$ cat config.mk
export PLATFORM = sky130hd
export DESIGN_NAME = time_entry_digit_parser_unit_flat
export DESIGN_NICKNAME = d
export VERILOG_FILES = /design/src/tedp_pkg.sv /design/src/tedp_if.sv /design/src/tedp_front.sv /design/src/tedp_queue.sv /design/src/tedp_back.sv /design/src/time_entry_digit_parser_unit.sv /design/src/flat_wrapper.sv
export VERILOG_INCLUDE_DIRS = /design/src /design/src/src
export SDC_FILE = /design/constraint.sdc
export NUM_CORES = 1
export LEC_CHECK = 0
export ABC_AREA = 1
export BUFFER_PORTS_ARGS = -buffer_cell sky130_fd_sc_hd__buf_2
export CAP_MARGIN = 20
export CORE_ASPECT_RATIO = 1.2
export CORE_MARGIN = 1.5
export CORE_UTILIZATION = 50
export DETAILED_ROUTE_END_ITERATION = 6
export PLACE_DENSITY_LB_ADDON = 0.15
export SLEW_MARGIN = 30
export SYNTH_ARGS = -nofsm -noshare
export SYNTH_HDL_FRONTEND = slang
export SYNTH_SLANG_ARGS = --single-unit
export TNS_END_PERCENT = 5
$ cat constraint.sdc
create_clock -name clk_i -period 5.27 [get_ports clk_i]
set_input_delay 0 -clock clk_i [delete_from_list [all_inputs] [get_ports clk_i]]
set_output_delay 0 -clock clk_i [all_outputs]
set_load 0.005 [all_outputs]
$ cat src/time_entry_digit_parser_unit_defines.svh
// ----------------------------------------------------------------------------
// time entry digit parser assertion macros
// shared property wrappers, sampled on clk_i, off while in reset
// ----------------------------------------------------------------------------
`ifndef TIME_ENTRY_DIGIT_PARSER_UNIT_DEFINES_SVH
`define TIME_ENTRY_DIGIT_PARSER_UNIT_DEFINES_SVH

// same-cycle implication
`define TEDP_ASSERT_SAME(label, ante, cons) \
  label: assert property (@(posedge clk_i) disable iff (!rst_ni) (ante) |-> (cons)) \
    else $error("tedp assertion failed");

// next-cycle implication
`define TEDP_ASSERT_NEXT(label, ante, cons) \
  label: assert property (@(posedge clk_i) disable iff (!rst_ni) (ante) |=> (cons)) \
    else $error("tedp assertion failed");

`endif

$ cat src/tedp_pkg.sv
// ----------------------------------------------------------------------------
// tedp_pkg
// types and constants of the time entry digit parser
// ----------------------------------------------------------------------------
`default_nettype none

package tedp_pkg;

  localparam int unsigned DIGITS_PER_ENTRY = 12;
  localparam int unsigned STORE_DEPTH      = DIGITS_PER_ENTRY - 1;
  localparam int unsigned COUNT_W          = 4;
  localparam int unsigned DIGITS_W         = 4 * DIGITS_PER_ENTRY;
  localparam int unsigned QUEUE_DEPTH      = 2;
  localparam int unsigned QPTR_W           = $clog2(QUEUE_DEPTH);
  localparam int unsigned QCNT_W           = $clog2(QUEUE_DEPTH + 1);

  localparam logic [7:0] CHAR_BS   = 8'h08;
  localparam logic [7:0] CHAR_DEL  = 8'h7F;
  localparam logic [7:0] CHAR_CR   = 8'h0D;
  localparam logic [7:0] CHAR_LF   = 8'h0A;
  localparam logic [7:0] CHAR_ZERO = 8'h30;
  localparam logic [7:0] CHAR_NINE = 8'h39;

  localparam logic [6:0] HOUR_LIMIT  = 7'd24;
  localparam logic [6:0] MIN_LIMIT   = 7'd60;
  localparam logic [6:0] DAY_LIMIT   = 7'd32;
  localparam logic [6:0] MONTH_LIMIT = 7'd13;

  localparam logic [0:0] ACTION_START = 1'b0;

  typedef enum logic [2:0] {
    KIND_IGNORED  = 3'd0,
    KIND_ECHO     = 3'd1,
    KIND_ERASED   = 3'd2,
    KIND_REJECTED = 3'd3,
    KIND_ACCEPTED = 3'd4,
    KIND_INVALID  = 3'd5,
    KIND_STARTED  = 3'd6
  } kind_e;

  // command from front to back; KIND_ACCEPTED here means "check the digits"
  typedef struct packed {
    kind_e                 kind;
    logic [7:0]            echo_char;
    logic [DIGITS_W-1:0]   digits;
  } cmd_t;

  typedef struct packed {
    logic               active;
    logic [COUNT_W-1:0] count;
  } front_stat_t;

  function automatic logic [6:0] pair_value(input logic [3:0] tens, input logic [3:0] ones);
    logic [6:0] t;
    t = {3'b000, tens};
    return (t << 3) + (t << 1) + {3'b000, ones};
  endfunction

endpackage

`default_nettype wire

$ cat src/tedp_if.sv
// ----------------------------------------------------------------------------
// tedp_if
// valid/ready channels for character requests and parse results
// ----------------------------------------------------------------------------
`default_nettype none

interface tedp_in_if;
  logic       valid;
  logic       ready;
  logic       action;
  logic [7:0] char_code;

  modport source (output valid, output action, output char_code, input ready);
  modport sink   (input valid, input action, input char_code, output ready);
endinterface

interface tedp_out_if;
  logic       valid;
  logic       ready;
  logic [2:0] kind;
  logic [7:0] echo_char;
  logic [4:0] hours;
  logic [5:0] minutes;
  logic [5:0] seconds;
  logic [4:0] day_of_month;
  logic [3:0] month_number;
  logic [6:0] year_in_century;

  modport source (output valid, output kind, output echo_char, output hours,
                  output minutes, output seconds, output day_of_month,
                  output month_number, output year_in_century, input ready);
  modport sink   (input valid, input kind, input echo_char, input hours,
                  input minutes, input seconds, input day_of_month,
                  input month_number, input year_in_century, output ready);
endinterface

`default_nettype wire

$ cat src/tedp_front.sv
// ----------------------------------------------------------------------------
// tedp_front
// accepts requests, tracks entry mode and digits, issues commands
// ----------------------------------------------------------------------------
`default_nettype none

module tedp_front import tedp_pkg::*; (
  input  logic        clk_i,
  input  logic        rst_ni,
  input  logic        req_valid_i,
  output logic        req_ready_o,
  input  logic        action_i,
  input  logic [7:0]  char_code_i,
  output logic        push_valid_o,
  input  logic        push_ready_i,
  output cmd_t        push_cmd_o,
  output front_stat_t stat_o
);

  logic               active_q, active_d;
  logic [COUNT_W-1:0] count_q, count_d;
  logic [3:0]         store_q [STORE_DEPTH];
  logic               accept;
  logic               is_digit;
  logic               is_last;
  logic               store_we;

  assign req_ready_o  = push_ready_i;
  assign push_valid_o = req_valid_i;
  assign accept       = req_valid_i && push_ready_i;
  assign is_digit     = (char_code_i >= CHAR_ZERO) && (char_code_i <= CHAR_NINE);
  assign is_last      = (count_q == COUNT_W'(DIGITS_PER_ENTRY - 1));
  assign stat_o       = '{active: active_q, count: count_q};

  always_comb begin
    active_d             = active_q;
    count_d              = count_q;
    store_we             = 1'b0;
    push_cmd_o.kind      = KIND_IGNORED;
    push_cmd_o.echo_char = '0;
    for (int i = 0; i < STORE_DEPTH; i++) begin
      push_cmd_o.digits[4*i +: 4] = store_q[i];
    end
    push_cmd_o.digits[DIGITS_W-1 -: 4] = char_code_i[3:0];

    if (action_i == ACTION_START) begin
      active_d        = 1'b1;
      count_d         = '0;
      push_cmd_o.kind = KIND_STARTED;
    end else if (!active_q || (count_q >= COUNT_W'(DIGITS_PER_ENTRY))) begin
      push_cmd_o.kind = KIND_IGNORED;
    end else if (is_digit) begin
      if (is_last) begin
        push_cmd_o.kind = KIND_ACCEPTED;
        active_d        = 1'b0;
        count_d         = '0;
      end else begin
        store_we             = 1'b1;
        count_d              = count_q + COUNT_W'(1);
        push_cmd_o.kind      = KIND_ECHO;
        push_cmd_o.echo_char = char_code_i;
      end
    end else if ((char_code_i == CHAR_BS) || (char_code_i == CHAR_DEL)) begin
      if (count_q != '0) begin
        count_d         = count_q - COUNT_W'(1);
        push_cmd_o.kind = KIND_ERASED;
      end
    end else if ((char_code_i == CHAR_CR) || (char_code_i == CHAR_LF)) begin
      push_cmd_o.kind = KIND_IGNORED;
    end else begin
      count_d         = '0;
      push_cmd_o.kind = KIND_REJECTED;
    end
  end

  always_ff @(posedge clk_i or negedge rst_ni) begin
    if (!rst_ni) begin
      active_q <= 1'b0;
      count_q  <= '0;
    end else if (accept) begin
      active_q <= active_d;
      count_q  <= count_d;
    end
  end

  always_ff @(posedge clk_i) begin
    if (accept && store_we) begin
      store_q[count_q] <= char_code_i[3:0];
    end
  end

endmodule

`default_nettype wire

$ cat src/tedp_queue.sv
// ----------------------------------------------------------------------------
// tedp_queue
// short command queue between front and back
// ----------------------------------------------------------------------------
`default_nettype none

module tedp_queue import tedp_pkg::*; (
  input  logic clk_i,
  input  logic rst_ni,
  input  logic push_valid_i,
  output logic push_ready_o,
  input  cmd_t push_cmd_i,
  output logic pop_valid_o,
  input  logic pop_ready_i,
  output cmd_t pop_cmd_o
);

  cmd_t              mem_q [QUEUE_DEPTH];
  logic [QPTR_W-1:0] wr_ptr_q, rd_ptr_q;
  logic [QCNT_W-1:0] cnt_q;
  logic              do_push, do_pop;

  assign push_ready_o = (cnt_q != QCNT_W'(QUEUE_DEPTH));
  assign pop_valid_o  = (cnt_q != '0);
  assign pop_cmd_o    = mem_q[rd_ptr_q];
  assign do_push      = push_valid_i && push_ready_o;
  assign do_pop       = pop_valid_o && pop_ready_i;

  always_ff @(posedge clk_i or negedge rst_ni) begin
    if (!rst_ni) begin
      wr_ptr_q <= '0;
      rd_ptr_q <= '0;
      cnt_q    <= '0;
    end else begin
      if (do_push) begin
        wr_ptr_q <= wr_ptr_q + QPTR_W'(1);
      end
      if (do_pop) begin
        rd_ptr_q <= rd_ptr_q + QPTR_W'(1);
      end
      if (do_push && !do_pop) begin
        cnt_q <= cnt_q + QCNT_W'(1);
      end else if (do_pop && !do_push) begin
        cnt_q <= cnt_q - QCNT_W'(1);
      end
    end
  end

  always_ff @(posedge clk_i) begin
    if (do_push) begin
      mem_q[wr_ptr_q] <= push_cmd_i;
    end
  end

endmodule

`default_nettype wire

$ cat src/tedp_back.sv
// ----------------------------------------------------------------------------
// tedp_back
// forms and range-checks the time fields, holds the result register
// ----------------------------------------------------------------------------
`default_nettype none

module tedp_back import tedp_pkg::*; (
  input  logic       clk_i,
  input  logic       rst_ni,
  input  logic       pop_valid_i,
  output logic       pop_ready_o,
  input  cmd_t       pop_cmd_i,
  output logic       rsp_valid_o,
  input  logic       rsp_ready_i,
  output kind_e      kind_o,
  output logic [7:0] echo_char_o,
  output logic [4:0] hours_o,
  output logic [5:0] minutes_o,
  output logic [5:0] seconds_o,
  output logic [4:0] day_of_month_o,
  output logic [3:0] month_number_o,
  output logic [6:0] year_in_century_o
);

  logic       valid_q;
  kind_e      kind_q, kind_d;
  logic [7:0] echo_q;
  logic [6:0] hh, mi, ss, dd, mo, yy;
  logic [6:0] hh_q, mi_q, ss_q, dd_q, mo_q, yy_q;
  logic [6:0] hh_d, mi_d, ss_d, dd_d, mo_d, yy_d;
  logic       time_ok;
  logic       load;

  assign pop_ready_o = !valid_q || rsp_ready_i;
  assign load        = pop_valid_i && pop_ready_o;

  assign hh = pair_value(pop_cmd_i.digits[3:0],   pop_cmd_i.digits[7:4]);
  assign mi = pair_value(pop_cmd_i.digits[11:8],  pop_cmd_i.digits[15:12]);
  assign ss = pair_value(pop_cmd_i.digits[19:16], pop_cmd_i.digits[23:20]);
  assign dd = pair_value(pop_cmd_i.digits[27:24], pop_cmd_i.digits[31:28]);
  assign mo = pair_value(pop_cmd_i.digits[35:32], pop_cmd_i.digits[39:36]);
  assign yy = pair_value(pop_cmd_i.digits[43:40], pop_cmd_i.digits[47:44]);

  assign time_ok = (hh < HOUR_LIMIT) && (mi < MIN_LIMIT) && (ss < MIN_LIMIT) &&
                   (dd != '0) && (dd < DAY_LIMIT) && (mo != '0) && (mo < MONTH_LIMIT);

  always_comb begin
    kind_d = pop_cmd_i.kind;
    hh_d   = '0;
    mi_d   = '0;
    ss_d   = '0;
    dd_d   = '0;
    mo_d   = '0;
    yy_d   = '0;
    if (pop_cmd_i.kind == KIND_ACCEPTED) begin
      if (time_ok) begin
        hh_d = hh;
        mi_d = mi;
        ss_d = ss;
        dd_d = dd;
        mo_d = mo;
        yy_d = yy;
      end else begin
        kind_d = KIND_INVALID;
      end
    end
  end

  always_ff @(posedge clk_i or negedge rst_ni) begin
    if (!rst_ni) begin
      valid_q <= 1'b0;
    end else if (pop_ready_o) begin
      valid_q <= pop_valid_i;
    end
  end

  always_ff @(posedge clk_i) begin
    if (load) begin
      kind_q <= kind_d;
      echo_q <= pop_cmd_i.echo_char;
      hh_q   <= hh_d;
      mi_q   <= mi_d;
      ss_q   <= ss_d;
      dd_q   <= dd_d;
      mo_q   <= mo_d;
      yy_q   <= yy_d;
    end
  end

  assign rsp_valid_o       = valid_q;
  assign kind_o            = kind_q;
  assign echo_char_o       = echo_q;
  assign hours_o           = hh_q[4:0];
  assign minutes_o         = mi_q[5:0];
  assign seconds_o         = ss_q[5:0];
  assign day_of_month_o    = dd_q[4:0];
  assign month_number_o    = mo_q[3:0];
  assign year_in_century_o = yy_q;

endmodule

`default_nettype wire

$ cat src/time_entry_digit_parser_unit.sv
// ----------------------------------------------------------------------------
// time_entry_digit_parser_unit
// Takes one request per cycle while the command queue has room: a start
// request arms entry mode, a character request carries one received ASCII
// code. Each request gives exactly one result, registered in a queue entry
// and then in the back stage's result register. The front stage
// updates entry mode, the digit count and the digit store as each request
// is accepted; a two-entry command queue and the back stage's result
// register keep the two sides independent. On the twelfth digit the back
// stage forms HHMMSSDDMMYY and range-checks it in its single register stage.
// ----------------------------------------------------------------------------
`default_nettype none

`include "time_entry_digit_parser_unit_defines.svh"

module time_entry_digit_parser_unit import tedp_pkg::*; (
  input  logic clk_i,
  input  logic rst_ni,
  tedp_in_if.sink    in_i,
  tedp_out_if.source out_o
);

  logic        push_valid, push_ready;
  cmd_t        push_cmd;
  logic        pop_valid, pop_ready;
  cmd_t        pop_cmd;
  front_stat_t front_stat;
  kind_e       kind;

  tedp_front u_front (
    .clk_i        (clk_i),
    .rst_ni       (rst_ni),
    .req_valid_i  (in_i.valid),
    .req_ready_o  (in_i.ready),
    .action_i     (in_i.action),
    .char_code_i  (in_i.char_code),
    .push_valid_o (push_valid),
    .push_ready_i (push_ready),
    .push_cmd_o   (push_cmd),
    .stat_o       (front_stat)
  );

  tedp_queue u_queue (
    .clk_i        (clk_i),
    .rst_ni       (rst_ni),
    .push_valid_i (push_valid),
    .push_ready_o (push_ready),
    .push_cmd_i   (push_cmd),
    .pop_valid_o  (pop_valid),
    .pop_ready_i  (pop_ready),
    .pop_cmd_o    (pop_cmd)
  );

  tedp_back u_back (
    .clk_i             (clk_i),
    .rst_ni            (rst_ni),
    .pop_valid_i       (pop_valid),
    .pop_ready_o       (pop_ready),
    .pop_cmd_i         (pop_cmd),
    .rsp_valid_o       (out_o.valid),
    .rsp_ready_i       (out_o.ready),
    .kind_o            (kind),
    .echo_char_o       (out_o.echo_char),
    .hours_o           (out_o.hours),
    .minutes_o         (out_o.minutes),
    .seconds_o         (out_o.seconds),
    .day_of_month_o    (out_o.day_of_month),
    .month_number_o    (out_o.month_number),
    .year_in_century_o (out_o.year_in_century)
  );

  assign out_o.kind = kind;

  // digit count stays within one entry
  `TEDP_ASSERT_SAME(a_count_range, 1'b1,
                    front_stat.count < COUNT_W'(DIGITS_PER_ENTRY))

  // start request arms entry mode with an empty count
  `TEDP_ASSERT_NEXT(a_start_arms, in_i.valid && in_i.ready && (in_i.action == ACTION_START),
                    front_stat.active && (front_stat.count == '0))

  // accepted time is in range
  `TEDP_ASSERT_SAME(a_time_range, out_o.valid && (kind == KIND_ACCEPTED),
                    (out_o.hours < 5'd24) && (out_o.minutes < 6'd60) &&
                    (out_o.seconds < 6'd60) && (out_o.day_of_month != '0) &&
                    (out_o.month_number != '0) && (out_o.month_number < 4'd13))

  // time fields are zero unless the time was accepted
  `TEDP_ASSERT_SAME(a_fields_zero, out_o.valid && (kind != KIND_ACCEPTED),
                    (out_o.hours == '0) && (out_o.minutes == '0) &&
                    (out_o.seconds == '0) && (out_o.day_of_month == '0) &&
                    (out_o.month_number == '0) && (out_o.year_in_century == '0))

endmodule

`default_nettype wire

$ cat src/flat_wrapper.sv
// flat-port wrapper written by rule: the top's interface ports become plain ports
module time_entry_digit_parser_unit_flat import tedp_pkg::*;
  (clk_i, rst_ni, in_i_valid, in_i_action, in_i_char_code, in_i_ready, out_o_valid, out_o_kind, out_o_echo_char, out_o_hours, out_o_minutes, out_o_seconds, out_o_day_of_month, out_o_month_number, out_o_year_in_century, out_o_ready);
  tedp_in_if in_i_i ();
  tedp_out_if out_o_i ();
  input  logic clk_i;
  input  logic rst_ni;
  input wire logic [$bits(in_i_i.valid)-1:0] in_i_valid;
  input wire logic [$bits(in_i_i.action)-1:0] in_i_action;
  input wire logic [$bits(in_i_i.char_code)-1:0] in_i_char_code;
  output wire logic [$bits(in_i_i.ready)-1:0] in_i_ready;
  output wire logic [$bits(out_o_i.valid)-1:0] out_o_valid;
  output wire logic [$bits(out_o_i.kind)-1:0] out_o_kind;
  output wire logic [$bits(out_o_i.echo_char)-1:0] out_o_echo_char;
  output wire logic [$bits(out_o_i.hours)-1:0] out_o_hours;
  output wire logic [$bits(out_o_i.minutes)-1:0] out_o_minutes;
  output wire logic [$bits(out_o_i.seconds)-1:0] out_o_seconds;
  output wire logic [$bits(out_o_i.day_of_month)-1:0] out_o_day_of_month;
  output wire logic [$bits(out_o_i.month_number)-1:0] out_o_month_number;
  output wire logic [$bits(out_o_i.year_in_century)-1:0] out_o_year_in_century;
  input wire logic [$bits(out_o_i.ready)-1:0] out_o_ready;
  assign in_i_i.valid = in_i_valid;
  assign in_i_i.action = in_i_action;
  assign in_i_i.char_code = in_i_char_code;
  assign in_i_ready = in_i_i.ready;
  assign out_o_valid = out_o_i.valid;
  assign out_o_kind = out_o_i.kind;
  assign out_o_echo_char = out_o_i.echo_char;
  assign out_o_hours = out_o_i.hours;
  assign out_o_minutes = out_o_i.minutes;
  assign out_o_seconds = out_o_i.seconds;
  assign out_o_day_of_month = out_o_i.day_of_month;
  assign out_o_month_number = out_o_i.month_number;
  assign out_o_year_in_century = out_o_i.year_in_century;
  assign out_o_i.ready = out_o_ready;
  time_entry_digit_parser_unit u_core (.clk_i(clk_i), .rst_ni(rst_ni), .in_i(in_i_i), .out_o(out_o_i));
endmodule
Word-level counts from Yosys, hierarchy flattened
Memory sizes are Yosys's and may differ from the RTL's.
Cells that the tools add are included.

cells by class
  add/subtract/negate cells = 18
  $lt $le $gt $ge = 8
  eq/ne operators = 12
  muxes and demuxes = 34
  reduce and logical (&&, ||, !) cells = 28

operators with widths
  operator               number
  $add A7 B4 Y7          6
  $add A7 B5 Y7          6
  $mux W8                4
  $mux W4                7
  $eq A8 B4 Y1 const B   3
  $lt A7 B6 Y1 const B   3
  $mux W3                7
  $reduce_bool A7 Y1     2
  $logic_and A1 B1 Y1    12
  $mux W1                12
  $eq A8 B7 Y1 const B   1
  $ge A8 B6 Y1 const B   1
  $le A8 B6 Y1 const B   1
  $mux W2                4
  $reduce_and A4 Y1      2
  $lt A7 B4 Y1 const B   1
  $lt A7 B5 Y1 const B   1
  $add A4 B1 Y4 const B  1
  $eq A4 B4 Y1 const B   1
  $ge A4 B4 Y1 const B   1
  $logic_not A1 Y1       4
  $logic_or A1 B1 Y1     4
  $ne A2 B1 Y1 const B   2
  $ne A2 B2 Y1 const B   2
  other kinds (10)       12

storage, ports and cells
  register bits after elaboration = 54
  bits in writable memories = 162
  input port bits = 13
  output and inout bits = 46
  word-level logic and storage cells = 116
  memories = 2

memories
  name                    words  bits a word  rd ports  clocked after memory_dff  wr ports  line              RTL
  u_core.u_queue.mem_q    2      59           1         0                         1         tedp_queue.sv:18  cmd_t mem_q [QUEUE_DEPTH];
  u_core.u_front.store_q  11     4            11        0                         1         tedp_front.sv:22  logic [3:0] store_q [STORE_DEPTH];

Logic depth before layout (Yosys ltp)
An unclocked memory read counts as a cell.

  word-level depth = 12
  depth in mapped cells = 21
  gate-level depth less buffers = 19

By module
Synthesis repeated with hierarchy kept, for this count alone.

unflattened totals
  cells, all modules = 852
  area, all modules = 9913.3 um2

modules (own cells, without submodules)
  module      instances  cells an instance  area each (um2)  sequential area each (um2)
  tedp_queue  1          337                4569.4           3643.5
  tedp_back   1          309                3091.7           1346.3
  tedp_front  1          206                2252.2           1446.4

Worst setup path after synthesis
OpenSTA, ideal clock, no wires.

  path type = flip-flop to flip-flop
  start = register u_core.u_back.valid_q, in the netlist u_core.u_back.rsp_valid_o
  end = register u_core.u_queue.cnt_q[1]
  setup time = 131 ps
  arrival time = 3677 ps
  data required time = 5139 ps
  path slack = 1462 ps
  stages on the path, launching flop included = 9
  buffers on the path = 0
  period minus slack after synthesis = 3808 ps
  cell sequence = dfrtp_1 inv_1 nor2_1 a21oi_1 inv_1 ha_1 a21oi_1 o21ai_0 xor2_1

on the way
  longest elaborated chain between the ends = 6
  elaborated cells between the ends (all ways) = 8
  those cells by class = 1 x mux; 7 x reduce/logical

ends and longest elaborated chain
  what                                           line              RTL
  from (decl)                                    tedp_back.sv:25   logic valid_q;
  from (signal assigned)                         tedp_back.sv:73   valid_q <= pop_valid_i;
  $logic_not A1 Y1 (*)                           tedp_back.sv:34   assign pop_ready_o = !valid_q || rsp_ready_i;
  $logic_or A1 B1 Y1 (*)                         tedp_back.sv:34
  $logic_and A1 B1 Y1 (*)                        --
  net u_core.u_back.load                         tedp_back.sv:32   logic load;
  $logic_not A1 Y1                               tedp_queue.sv:41  if (do_push && !do_pop) begin
  $logic_and A1 B1 Y1                            tedp_queue.sv:41
  $mux W2 or $reduce_bool A2 Y1 (tied branches)  --
  to (signal assigned)                           tedp_queue.sv:42  cnt_q <= cnt_q + QCNT_W'(1);
  to (signal assigned)                           tedp_queue.sv:44  cnt_q <= cnt_q - QCNT_W'(1);
  to (decl)                                      tedp_queue.sv:20  logic [QCNT_W-1:0] cnt_q;

The timed path passes the listed nets; every way through them passes the cells marked *.
A chain may end at the register's enable or synchronous reset.

Worst setup path in the final report
  start = register u_core.u_queue.rd_ptr_q
  end = register u_core.u_back.ss_q[0] (data pin)

on the way
  longest elaborated chain between the ends = 11
  elaborated cells between the ends (all ways) = 26
  those cells by class = 10 x add/sub; 5 x order compare; 1 x eq/ne; 9 x reduce/logical; 1 x memory

ends and longest elaborated chain
  what                                          line              RTL
  from (decl)                                   tedp_queue.sv:19  logic [QPTR_W-1:0] wr_ptr_q, rd_ptr_q;
  from (signal assigned)                        tedp_queue.sv:39  rd_ptr_q <= rd_ptr_q + QPTR_W'(1);
  $mem_v2 Z2 W59 (*)                            --
  $add A7 B5 Y7                                 tedp_pkg.sv:56    return (t << 3) + (t << 1) + {3'b000, ones};
  $add A7 B4 Y7                                 tedp_pkg.sv:56
  $lt A7 B5 Y1 or $lt A7 B6 Y1 (tied branches)  tedp_back.sv:44   assign time_ok = (hh < HOUR_LIMIT) && (mi < MIN_LIMIT) && (ss < MIN_LIMIT) &&
  $logic_and A1 B1 Y1 (3 in series)             tedp_back.sv:44
  $logic_and A1 B1 Y1 (3 in series)             tedp_back.sv:45   (dd != '0) && (dd < DAY_LIMIT) && (mo != '0) && (mo < MONTH_LIMIT);
  $reduce_and A2 Y1 (no line)                   --
  to (signal assigned)                          tedp_back.sv:83   ss_q <= ss_d;
  to (decl)                                     tedp_back.sv:29   logic [6:0] hh_q, mi_q, ss_q, dd_q, mo_q, yy_q;

Every way passes the cells marked *; elsewhere a longest branch is shown, timed or not.

==> metrics <==
outcome completed; Crit Path Class flop to flop; layout cell share with drive strength beyond 1 17.1%; Worst-path clk slew 0.06 ns; Leak Pwr between 4 and 5 nW; Worst EP required around 5.6 ns; WP buf/inv 2; dpl hpwl roughly 11000 um; Clk network pwr share 21.6%; pre-CTS setup slack 1.13 ns; endpoints failing setup 0; Post-Place Cell Area 10300 um^2; # fillers 1510; DIE HEIGHT 156 um; starting density of the core approximately 51%; diode count 0; Pint roughly 4.3 mW; total power 6.90 mW; CP top delay family simple AND/OR/NAND/NOR gates; Sink Count about 220; worst hold slack ~0.081 ns; num rows 55; Final Hold Fails 0; Logic pwr share 43.4%; drt drc 0; Sw Ratio 38.4%; Worst Path Max Fanout 49; clock root buffer clkbuf_16; syn_area_per_cell ~12 um^2; Reg2Reg Setup Slack between 1 and 1.5 ns; FF+latch count, synth 216; CP peak stage delay about 0.63 ns; cell accounting for the most synthesized area edfxtp_1; DIE WIDTH 130 um; CTS tree done; Slew headroom 42.1%; Power Density 623 nW/um^2; Overflow after GRT 0; Top Layer Used met4; gpl congestion between 0.8 and 0.9; WL met1 7330 um; CTS Buf Count 22; post-CTS setup buffer count 0; DRT iter0 DRCs 359; vias in the first global route around 5700; Design Area, Final 11100 um^2; Placed Cells 1104; Max Freq 244 MHz; HP Class input pin to flop; initial antenna violation count 0; drt first pass iters 5; first-pass GRT wire length 27900 um; Nets 953; CP arrival 4.42 ns; Synth Cell Area 9700 um^2; final period utilization 77.6%; Max Cap Viol 0; Global Route Usage Sum 17.9%; Layout Area Growth over Synthesis 14.2%; maximum VDD drop between 0.0004 and 0.0005 V; Slew Viols, Final 0; post-synthesis sequential area ratio 66.4%; worst slew pin tran 0.862 ns; post-synth top area share 63.8%; CTS H-tree depth 1; Critical Path Start Type flop; Slowest-stage cell, CP inv_2; Core Region 18900 um^2; largest net degree at the start of global routing 61; Max clock buf depth 3; Final Instance Count excl. Fillers 1153; Area contributors post-synth edfxtp_1 64%, nand2_1 7.2%, ha_1 6.1%, inv_1 4.0%, dfrtp_1 2.6%; post-layout util 58.5%; final WL ~17000 um; commonest non-fill, non-tap cell in the layout edfxtp_1; most frequent cells in the layout 206 x edfxtp_1, 187 x nand2_1, 103 x inv_1; Clock Skews 0.0239 ns; drt wl/cell 15.0 um; worst-skew pair later-pin latency around 0.51 ns; RSZ-0062 raised after global routing no; element type at the critical path end flop; met2 wire length 8990 um; Yosys cell types 32; sw power approximately 2.6 mW; IO buf count 58; most frequent CP cell nand2_1; DR vias/cell between 4 and 5; setup ws final 1.18 ns; cells after synthesis 799; overall die area 20200 um^2; I/O pin cnt ~60; via total after detailed routing 5689; sequential power share 35.0%; Antenna Violating Nets Remaining 0; crit-path cells inv_2 > or2_2 > o21ai_0 > fa_1 > inv_1 > fa_1 > nand2_1 > nand2_1 > nand3_1 > nand2_1 > nor2_1 > nand2_1 > nor2_2 > nand3_4 > nor2_2; met3 wire length 713 um; Ys Warns 0; minimum clock period 4.09 ns; setup TNS 0 ns
[worst reg2reg max path: cells and delay by family, from the launching register on]
kind | cells | cell delay (ns)
fa+ha+maj | 2 | 1.05
compound gates | 1 | 0.14
flops | 1 | 0.40
buf+inv | 2 | 0.70
simple gates | 10 | 1.64
[Yosys cell counts]
| library cell | n |
|---|---|
| inv_2 | 4 |
| nand3b_1 | 2 |
| nor4_2 | 1 |
| nor2_1 | 33 |
| fa_1 | 12 |
| nand3_2 | 1 |
| nor4_1 | 1 |
| or2_2 | 12 |
| buf_6 | 4 |
| nand4_1 | 5 |
| nand3_1 | 37 |
| clkbuf_1 | 7 |
| mux2i_1 | 12 |
| a21oi_1 | 17 |
| xor2_1 | 6 |
| nand3_4 | 1 |
| o21ai_0 | 26 |
| o21ai_2 | 2 |
| o2111ai_1 | 1 |
| dfrtp_1 | 10 |
| ha_1 | 47 |
| edfxtp_1 | 206 |
| nor2_2 | 32 |
| conb_1 | 1 |
| buf_1 | 1 |
| o211ai_1 | 2 |
| nor3_1 | 17 |
| xnor2_1 | 4 |
| nand2_2 | 1 |
| nand2_1 | 187 |
| buf_2 | 4 |
| inv_1 | 103 |
[kinds of logic after synthesis]
kind of cell | share of synthesized area, %
XOR/XNOR | 0.903
AO/OA/AOI/OAI | 2.64
multiplexers | 1.24
other | 0.0387
AND/OR/NAND/NOR | 15.2
flip-flops | 66.4
buffers and inverters | 5.12
adder cells (fa/ha/maj) | 8.54
[per-layer routing]
metal	vias to the layer above	track usage, %
met1	2695	22.3
li1	2857	-
met5	-	0
met4	0	5.61
met2	112	32.0
met3	25	2.50
[cell type report]
class                   instances  area (um^2)  share of cell area [%]
flip-flops and latches        216         6440                    58.1
multi-input cells             463         2800                    25.3
clock buffers                  24          558                    5.04
repair buffers                 71          410                    3.71
inverters                     107          402                    3.63
well taps                     256          320                    2.89
clock inverters                16          143                    1.29
[power by group through the flow]
stage               clock network [mW]  logic [mW]  registers, mW
finish                            1.49        2.99           2.41
global route                      1.59        3.44           2.45
CTS                               1.53        3.04           2.42
detailed placement                   0        3.01           2.45
global placement                     0        2.90           2.44
floorplan                            0        2.20           2.49
[repair_timing]
item | 4_1_cts | 5_1_grt
hold buffers | 9 | 0
resized for setup | 0 | 0
hold endpoints to repair | 65 | 0
[registers in the layout (all words and copies together), names as in the netlist, 3 cells and up]
signal and cells:
u_core.u_back.hh_q 5, u_core.u_back.mo_q 4, u_core.u_back.dd_q 5, u_core.u_queue.mem_q 118
u_core.u_back.echo_char_o 8, u_core.u_back.kind_o 3, u_core.u_front.store_q 44, u_core.u_front.count_q 4
u_core.u_back.mi_q 6, u_core.u_back.ss_q 6, u_core.u_back.year_in_century_o 7
[final timing paths]
check / startpoint / to / cells past startpoint
worst max-delay path: u_core.u_queue.rd_ptr_q$_DFFE_PN0P_ / u_core.u_back.ss_q[0]$_SDFFCE_PN0P_ / 15
worst min-delay path: in_i_char_code[6] / u_core.u_queue.mem_q[0][56]$_DFFE_PP_ / 4
worst max register to register: u_core.u_queue.rd_ptr_q$_DFFE_PN0P_ / u_core.u_back.ss_q[0]$_SDFFCE_PN0P_ / 15
worst min register to register: u_core.u_front.store_q[9][3]$_DFFE_PP_ / u_core.u_queue.mem_q[0][39]$_DFFE_PP_ / 0
max in group asynchronous: rst_ni / u_core.u_queue.rd_ptr_q$_DFFE_PN0P_ / 3
min in group asynchronous: rst_ni / u_core.u_front.active_q$_DFFE_PN0P_ / 3
Note: power is estimated with default switching activity, not from simulation.
